### config.mk
export PLATFORM = sky130hd
export DESIGN_NAME = wireless_mouse_report_builder_unit
export DESIGN_NICKNAME = d
export VERILOG_FILES = /design/src/rtl/wmrb_pkg.sv /design/src/rtl/wmrb_cfg_regs.sv /design/src/rtl/wmrb_input_reg.sv /design/src/rtl/wmrb_core.sv /design/src/rtl/wireless_mouse_report_builder_unit.sv
export SDC_FILE = /design/constraint.sdc
export NUM_CORES = 1
export LEC_CHECK = 0
export ABC_AREA = 1
export ABC_CLOCK_PERIOD_IN_PS = 3500
export BUFFER_PORTS_ARGS = -buffer_cell sky130_fd_sc_hd__clkbuf_2
export CAP_MARGIN = 20
export CORE_MARGIN = 2
export CORE_UTILIZATION = 50
export CTS_BUF_LIST = sky130_fd_sc_hd__clkbuf_8 sky130_fd_sc_hd__clkbuf_16
export DETAILED_ROUTE_END_ITERATION = 6
export GPL_TIMING_DRIVEN = 0
export PLACE_DENSITY = 0.74
export REMOVE_ABC_BUFFERS = 1
export SYNTH_ARGS = -nofsm -noshare
export SYNTH_HDL_FRONTEND = slang
export SYNTH_HIERARCHICAL = 1
export SYNTH_SLANG_ARGS = --single-unit
### constraint.sdc
create_clock -name clk_i -period 3.5 [get_ports clk_i]
set_clock_uncertainty 0.05 [all_clocks]
set_input_delay 0.525 -clock clk_i [delete_from_list [all_inputs] [get_ports clk_i]]
set_output_delay 0.525 -clock clk_i [all_outputs]
set_load 0.02 [all_outputs]
### src/rtl/wmrb_pkg.sv
// shared types and constants for the wireless mouse report builder
// no dependencies; imported by every module of the block
package wmrb_pkg;

  // payload button byte layout
  localparam int unsigned BtnResyncBit = 7;
  localparam int unsigned BtnSyncBit   = 6;
  localparam int unsigned BtnCount     = 3;

  // configuration register indexes
  localparam int unsigned CfgIdxW = 8;
  typedef enum logic [CfgIdxW-1:0] {
    CFG_TIMING_TARGET    = 8'd0,
    CFG_TIMING_TOLERANCE = 8'd1
  } cfg_idx_e;

  localparam int unsigned CfgDataW = 16;
  localparam logic [15:0] TimingTargetRst    = 16'd7000;
  localparam logic [14:0] TimingToleranceRst = 15'd24;

  // configuration seen by the datapath
  typedef struct packed {
    logic [15:0] timing_target;
    logic [14:0] timing_tolerance;
  } cfg_t;

  // one received payload
  typedef struct packed {
    logic [7:0]         buttons;
    logic signed [15:0] pos_x;
    logic signed [15:0] pos_y;
    logic signed [7:0]  wheel_pos;
    logic               last_in_frame;
    logic [15:0]        arrival_time;
    logic               report_pending;
  } item_t;

  // one built report
  typedef struct packed {
    logic               send_report;
    logic [BtnCount-1:0] report_buttons;
    logic signed [15:0] delta_x;
    logic signed [15:0] delta_y;
    logic signed [7:0]  delta_wheel;
    logic               cancel_pending;
    logic               send_timing;
    logic signed [15:0] timing_offset;
  } result_t;

endpackage

### src/rtl/wmrb_cfg_regs.sv
// timing configuration registers written over the config channel
// depends on wmrb_pkg
module wmrb_cfg_regs
  import wmrb_pkg::*;
(
  input  logic                clk_i,
  input  logic                rst_ni,
  input  logic                cfg_valid_i,
  output logic                cfg_ready_o,
  input  logic [CfgIdxW-1:0]  cfg_index_i,
  input  logic [CfgDataW-1:0] cfg_data_i,
  output cfg_t                cfg_o
);

  cfg_t cfg_q;

  // always able to take a write
  assign cfg_ready_o = 1'b1;

  // register writes; unknown indexes are ignored
  always_ff @(posedge clk_i or negedge rst_ni) begin
    if (!rst_ni) begin
      cfg_q.timing_target    <= TimingTargetRst;
      cfg_q.timing_tolerance <= TimingToleranceRst;
    end else if (cfg_valid_i && cfg_ready_o) begin
      case (cfg_index_i)
        CFG_TIMING_TARGET:    cfg_q.timing_target    <= cfg_data_i;
        CFG_TIMING_TOLERANCE: cfg_q.timing_tolerance <= cfg_data_i[14:0];
        default: ;
      endcase
    end
  end

  assign cfg_o = cfg_q;

endmodule

### src/rtl/wmrb_input_reg.sv
// input register holding one payload ahead of the report datapath
// depends on wmrb_pkg
module wmrb_input_reg
  import wmrb_pkg::*;
(
  input  logic  clk_i,
  input  logic  rst_ni,
  input  logic  in_valid_i,
  output logic  in_stall_o,
  input  item_t in_item_i,
  input  logic  take_i,
  output logic  item_valid_o,
  output item_t item_o
);

  logic  valid_q;
  item_t item_q;

  // hold while the datapath cannot consume the stored payload
  assign in_stall_o = valid_q && !take_i;

  always_ff @(posedge clk_i or negedge rst_ni) begin
    if (!rst_ni) begin
      valid_q <= 1'b0;
    end else if (!in_stall_o) begin
      valid_q <= in_valid_i;
    end
  end

  // payload needs no reset
  always_ff @(posedge clk_i) begin
    if (!in_stall_o && in_valid_i) begin
      item_q <= in_item_i;
    end
  end

  assign item_valid_o = valid_q;
  assign item_o       = item_q;

endmodule

### src/rtl/wmrb_core.sv
// reference and button state, delta and timing logic, result register
// depends on wmrb_pkg
module wmrb_core
  import wmrb_pkg::*;
(
  input  logic    clk_i,
  input  logic    rst_ni,
  input  cfg_t    cfg_i,
  input  logic    item_valid_i,
  input  item_t   item_i,
  output logic    take_o,
  output logic    res_valid_o,
  input  logic    res_stall_i,
  output result_t res_o
);

  logic                first_frame_q;
  logic [15:0]         ref_x_q, ref_y_q;
  logic [7:0]          ref_wheel_q;
  logic [BtnCount-1:0] accum_q, sent_q;
  logic                res_valid_q;
  result_t             res_q;

  logic                reload;
  logic [15:0]         ref_x_eff, ref_y_eff;
  logic [7:0]          ref_wheel_eff;
  logic [15:0]         dx, dy, off;
  logic [7:0]          dw;
  logic signed [16:0]  off_s, tol_s;
  logic                timing;
  logic [BtnCount-1:0] accum_d, sent_d;
  logic                send;
  logic                produce;
  result_t             res_d;

  // a non-last payload never blocks; a last one needs room in the result register
  assign take_o  = item_valid_i &&
                   (!item_i.last_in_frame || !res_valid_q || !res_stall_i);
  assign produce = take_o && item_i.last_in_frame;

  // reference reload during the first frame or on resync
  assign reload        = first_frame_q || item_i.buttons[BtnResyncBit];
  assign ref_x_eff     = reload ? item_i.pos_x     : ref_x_q;
  assign ref_y_eff     = reload ? item_i.pos_y     : ref_y_q;
  assign ref_wheel_eff = reload ? item_i.wheel_pos : ref_wheel_q;

  // wrapping deltas and timing offset
  always_comb begin
    dx     = item_i.pos_x - ref_x_eff;
    dy     = item_i.pos_y - ref_y_eff;
    dw     = item_i.wheel_pos - ref_wheel_eff;
    off    = item_i.arrival_time - cfg_i.timing_target;
    off_s  = {off[15], off};
    tol_s  = {2'b00, cfg_i.timing_tolerance};
    timing = item_i.buttons[BtnSyncBit] && ((off_s > tol_s) || (off_s < -tol_s));

    // cancel keeps the accumulated buttons, commit starts afresh
    sent_d  = item_i.report_pending ? sent_q : accum_q;
    accum_d = (item_i.report_pending ? accum_q : '0) | item_i.buttons[BtnCount-1:0];
    send    = (accum_d != sent_d) || (dx != '0) || (dy != '0) || (dw != '0);

    res_d.send_report    = send;
    res_d.report_buttons = accum_d;
    res_d.delta_x        = dx;
    res_d.delta_y        = dy;
    res_d.delta_wheel    = dw;
    res_d.cancel_pending = item_i.report_pending;
    res_d.send_timing    = timing;
    res_d.timing_offset  = off;
  end

  // block state
  always_ff @(posedge clk_i or negedge rst_ni) begin
    if (!rst_ni) begin
      first_frame_q <= 1'b1;
      ref_x_q       <= '0;
      ref_y_q       <= '0;
      ref_wheel_q   <= '0;
      accum_q       <= '0;
      sent_q        <= '0;
    end else if (take_o) begin
      if (item_i.last_in_frame && !item_i.report_pending) begin
        ref_x_q     <= item_i.pos_x;
        ref_y_q     <= item_i.pos_y;
        ref_wheel_q <= item_i.wheel_pos;
      end else begin
        ref_x_q     <= ref_x_eff;
        ref_y_q     <= ref_y_eff;
        ref_wheel_q <= ref_wheel_eff;
      end
      if (item_i.last_in_frame) begin
        accum_q       <= accum_d;
        sent_q        <= sent_d;
        first_frame_q <= 1'b0;
      end
    end
  end

  // result register valid
  always_ff @(posedge clk_i or negedge rst_ni) begin
    if (!rst_ni) begin
      res_valid_q <= 1'b0;
    end else if (produce) begin
      res_valid_q <= 1'b1;
    end else if (!res_stall_i) begin
      res_valid_q <= 1'b0;
    end
  end

  // result payload
  always_ff @(posedge clk_i) begin
    if (produce) begin
      res_q <= res_d;
    end
  end

  assign res_valid_o = res_valid_q;
  assign res_o       = res_q;

endmodule

### src/rtl/wireless_mouse_report_builder_unit.sv
// wireless mouse report builder: payload input register, report datapath, result register
// path: a last-in-frame payload passes the input register and then the result register
// throughput: one payload per cycle; input stalls only when the result register is held
// reset: asynchronous active low; references and buttons clear, first frame pending,
// timing target 7000 and tolerance 24
// depends on wmrb_pkg, wmrb_cfg_regs, wmrb_input_reg, wmrb_core
module wireless_mouse_report_builder_unit
  import wmrb_pkg::*;
(
  input  logic                clk_i,
  input  logic                rst_ni,
  // configuration
  input  logic                cfg_valid_i,
  output logic                cfg_ready_o,
  input  logic [CfgIdxW-1:0]  cfg_index_i,
  input  logic [CfgDataW-1:0] cfg_data_i,
  // payload channel
  input  logic                in_valid_i,
  output logic                in_stall_o,
  input  logic [7:0]          buttons_i,
  input  logic signed [15:0]  pos_x_i,
  input  logic signed [15:0]  pos_y_i,
  input  logic signed [7:0]   wheel_pos_i,
  input  logic                last_in_frame_i,
  input  logic [15:0]         arrival_time_i,
  input  logic                report_pending_i,
  // report channel
  output logic                out_valid_o,
  input  logic                out_stall_i,
  output logic                send_report_o,
  output logic [2:0]          report_buttons_o,
  output logic signed [15:0]  delta_x_o,
  output logic signed [15:0]  delta_y_o,
  output logic signed [7:0]   delta_wheel_o,
  output logic                cancel_pending_o,
  output logic                send_timing_o,
  output logic signed [15:0]  timing_offset_o
);

  cfg_t    cfg;
  item_t   in_item, item;
  logic    item_valid, take;
  result_t res;

  wmrb_cfg_regs u_cfg (
    .clk_i,
    .rst_ni,
    .cfg_valid_i,
    .cfg_ready_o,
    .cfg_index_i,
    .cfg_data_i,
    .cfg_o (cfg)
  );

  // gather the payload ports
  always_comb begin
    in_item.buttons        = buttons_i;
    in_item.pos_x          = pos_x_i;
    in_item.pos_y          = pos_y_i;
    in_item.wheel_pos      = wheel_pos_i;
    in_item.last_in_frame  = last_in_frame_i;
    in_item.arrival_time   = arrival_time_i;
    in_item.report_pending = report_pending_i;
  end

  wmrb_input_reg u_in (
    .clk_i,
    .rst_ni,
    .in_valid_i,
    .in_stall_o,
    .in_item_i    (in_item),
    .take_i       (take),
    .item_valid_o (item_valid),
    .item_o       (item)
  );

  wmrb_core u_core (
    .clk_i,
    .rst_ni,
    .cfg_i        (cfg),
    .item_valid_i (item_valid),
    .item_i       (item),
    .take_o       (take),
    .res_valid_o  (out_valid_o),
    .res_stall_i  (out_stall_i),
    .res_o        (res)
  );

  // report fields
  assign send_report_o    = res.send_report;
  assign report_buttons_o = res.report_buttons;
  assign delta_x_o        = res.delta_x;
  assign delta_y_o        = res.delta_y;
  assign delta_wheel_o    = res.delta_wheel;
  assign cancel_pending_o = res.cancel_pending;
  assign send_timing_o    = res.send_timing;
  assign timing_offset_o  = res.timing_offset;

`ifndef SYNTHESIS
  // input only backs up behind a held report
  a_stall_cause: assert property (@(posedge clk_i) disable iff (!rst_ni)
    in_stall_o |-> (out_valid_o && out_stall_i))
    else $error("input stalled without a held report");

  // a report that is not sent carries no movement
  a_quiet_report: assert property (@(posedge clk_i) disable iff (!rst_ni)
    (out_valid_o && !send_report_o) |->
      (delta_x_o == '0 && delta_y_o == '0 && delta_wheel_o == '0))
    else $error("movement present in a report that is not sent");

  // a held report stays valid, with its x delta and timing offset unchanged
  a_report_hold: assert property (@(posedge clk_i) disable iff (!rst_ni)
    (out_valid_o && out_stall_i) |=>
      (out_valid_o && $stable(delta_x_o) && $stable(timing_offset_o)))
    else $error("held report changed");
`endif

endmodule

==> qor.yml <==
setup_path:
  rr_worst_depth: 19
  crit_slowest_cell: "fa_2"
  crit_arrival_ps: 3690
  worst-path-buf-inv: 2
  cp_data_required_time_ps: 3730
  path_depth: 19
  slowest_delay_ps: 570
  cp_top_family: "simple AND/OR/NAND/NOR gates"
  r2r-end: "u_core/res_o[61]"
  start_kind: "register"
  crit_chain: "nor2_4 -> clkinvlp_4 -> o21ai_1 -> inv_1 -> ha_2 -> fa_2 -> nand2_1 -> nor2_1 -> nand2_1 -> nor2_2 -> nand3_1 -> nor2_1 -> nand4_1 -> nor2_2 -> nand3_2 -> nor2_2 -> nand3_1 -> nor2_1 -> nand4_1"
  r2r_start: "u_in/item_o[65]"
  path_max_fanout: 5
  critPathKind: "reg2reg"
  r2r_slack_ps: 30
  worstSetupEndpointType: "register"
finish:
  finalNonFillerCells: 1852
  area_growth_pct: 19.51
  most-common-layout-cells: "nand2_1 (339), inv_1 (221), clkbuf_2 (154)"
  antennaDiodeCount: 0
  nFillCells: 1979
  fin_nets: 1694
  layout-drive-gt1-share: 0.2029
  final_common_cell: "nand2_1"
floorplanning:
  core_um2: 23330
  die_area_um2: 24920
  rows: 56
  start_util: 0.5073
  die_y_um: 157.9
  fp.dieW_um: 157.9
  io_pins: 160
placed_design:
  dp.cells: 1795
  pre_cts_ws_ps: -606.7
  portBuffers: 155
  dpl.hpwl_um: 19470
  gp_congestion: 0.8811
detailed_routing:
  via_per_inst: 5.098
  drcViolationCount: 0
  vias: 9441
  wl_um: 26620
  drt-initial-drc-count: 527
  post_drt_wl_per_cell_um: 14.38
  detail_route.first_pass.iterations: 4
  ant_nets: 0
grt:
  grt_pass1_vias: 9314
  track_usage: 0.2181
  grt_pass1_wl_um: 43250
  gr-total-overflow: 0
  antenna_found_initial: 0
  grt_start_max_net_pins: 63
sta:
  maxSlewHeadroom: 0.3255
  fmax_mhz: 288.5
  finalHoldViolCount: 6
  worstMarginPinSlew_ps: 1008
  timing.final.crit_share: 0.9904
  worst_slack_ps: 33.72
  setup_viol_count_final: 0
  slew_viol_final: 0
  timing.setup.tns_ps: 0
  hold_slack_ps: -3.529
  period_needed_ps: 3466
  rsz0062_at_grt: "yes"
worst_hold_path:
  min_path_type: "in2async"
clock_network:
  root_buffer: "clkbuf_16"
  cts_sinks: 205
  path_clk_slew_ps: 60
  clk_path_buf_depth: 3
  clk_latency_ps: 530
  tritoncts: "done"
  cts_made_buffers: 24
  ctsHoldBuffers: 0
  htreeDepth: 1
pwr:
  switching_share: 0.3263
  clkPwrFrac: 0.324
  p_switching_mw: 2.678
  leakage_nw: 6.923
  peakVddDrop_mv: 0.5042
  powerDensity_nw_per_um2: 580.2
  sequentialPowerShare: 0.381
  p_int_mw: 5.530
  p_comb_frac: 0.295
run_status:
  status: "finished with violations"
  violations: "negative hold slack"
yosys:
  synth_area_um2: 11840
  yosysWarningCount: 6
  synth_cells: 1344
  avgSynthCellArea_um2: 8.807
flow_run:
  maxCapViolCount: 0
==> state kept, by name, summed over array words and instances, names as in the netlist <==
| signal | count |
|---|---|
| u_cfg/cfg_o | 31 |
| u_core/accum_q | 3 |
| u_core/first_frame_q | 1 |
| u_core/ref_wheel_q | 8 |
| u_core/ref_x_q | 16 |
| u_core/ref_y_q | 16 |
| u_core/res_o | 62 |
| u_core/res_valid_o | 1 |
| u_core/sent_q | 3 |
| u_in/item_o | 63 |
| u_in/item_valid_o | 1 |
==> how the worst max path moves through the flow <==
stage	end	slack [ps]	start
final	u_core/res_o[61]	30	u_in/item_o[65]
after global routing	u_core/res_o[61]	-230	u_in/item_o[65]
after global placement	u_core/res_o[61]	-2380	u_in/item_o[65]
after detailed placement	u_core/res_o[61]	-610	u_in/item_o[65]
after CTS	u_core/res_o[16]	10	u_cfg/cfg_o[15]
after floorplan	u_core/res_o[61]	-740	u_in/item_o[65]
==> power by group through the flow <==
| stage | logic, mW | registers, mW | clock network, mW |
|---|---|---|---|
| after floorplan | 1.52 | 3.28 | 0 |
| after global placement | 2.19 | 3.17 | 0 |
| after detailed placement | 2.29 | 3.17 | 0 |
| after CTS | 2.37 | 3.13 | 2.71 |
| after global routing | 2.74 | 3.16 | 2.80 |
| final | 2.42 | 3.13 | 2.66 |
==> stage by stage <==
step / utilization / area (µm²) / hold WS, ps / power (mW)
global placement: 0.5517 / 12870 / 398.3 / 5.369
CTS: 0.6018 / 14040 / 14.53 / 8.210
floorplan: - / 11700 / 179.4 / 4.801
detailed placement: 0.5581 / 13020 / 408.2 / 5.456
global route: 0.6063 / 14150 / 40.93 / 8.695
finish: 0.6063 / 14150 / -3.529 / 8.208
==> cell type report <==
class,count,area [µm²],share of cell area
clock buffer,29,680.7,0.04812
tap,319,399.1,0.02822
timing repair inverter,1,5.005,0.0003538
inverter,227,855.8,0.06050
timing repair buffer,174,1049,0.07412
sequential,205,5768,0.4077
multi-input combinational,882,5204,0.3679
clock inverter,15,185.2,0.01309
==> layer usage <==
| metal | vias up | share of wire | GRT usage |
|---|---|---|---|
| li1 | 4763 | - | - |
| met1 | 4395 | 0.42 | 0.2632 |
| met2 | 230 | 0.50 | 0.3969 |
| met3 | 53 | 0.048 | 0.03230 |
| met4 | 0 | 0.033 | 0.07489 |
| met5 | - | 0 | 0 |
==> what timing repair did <==
item / in CTS / in global routing
setup buffers: 9 / 2
resized for setup: 13 / 22
pin swaps: 5 / 11
gates cloned: 2 / 0
setup endpoints to repair: 1 / 3
Power figures use the tool's default switching activity.
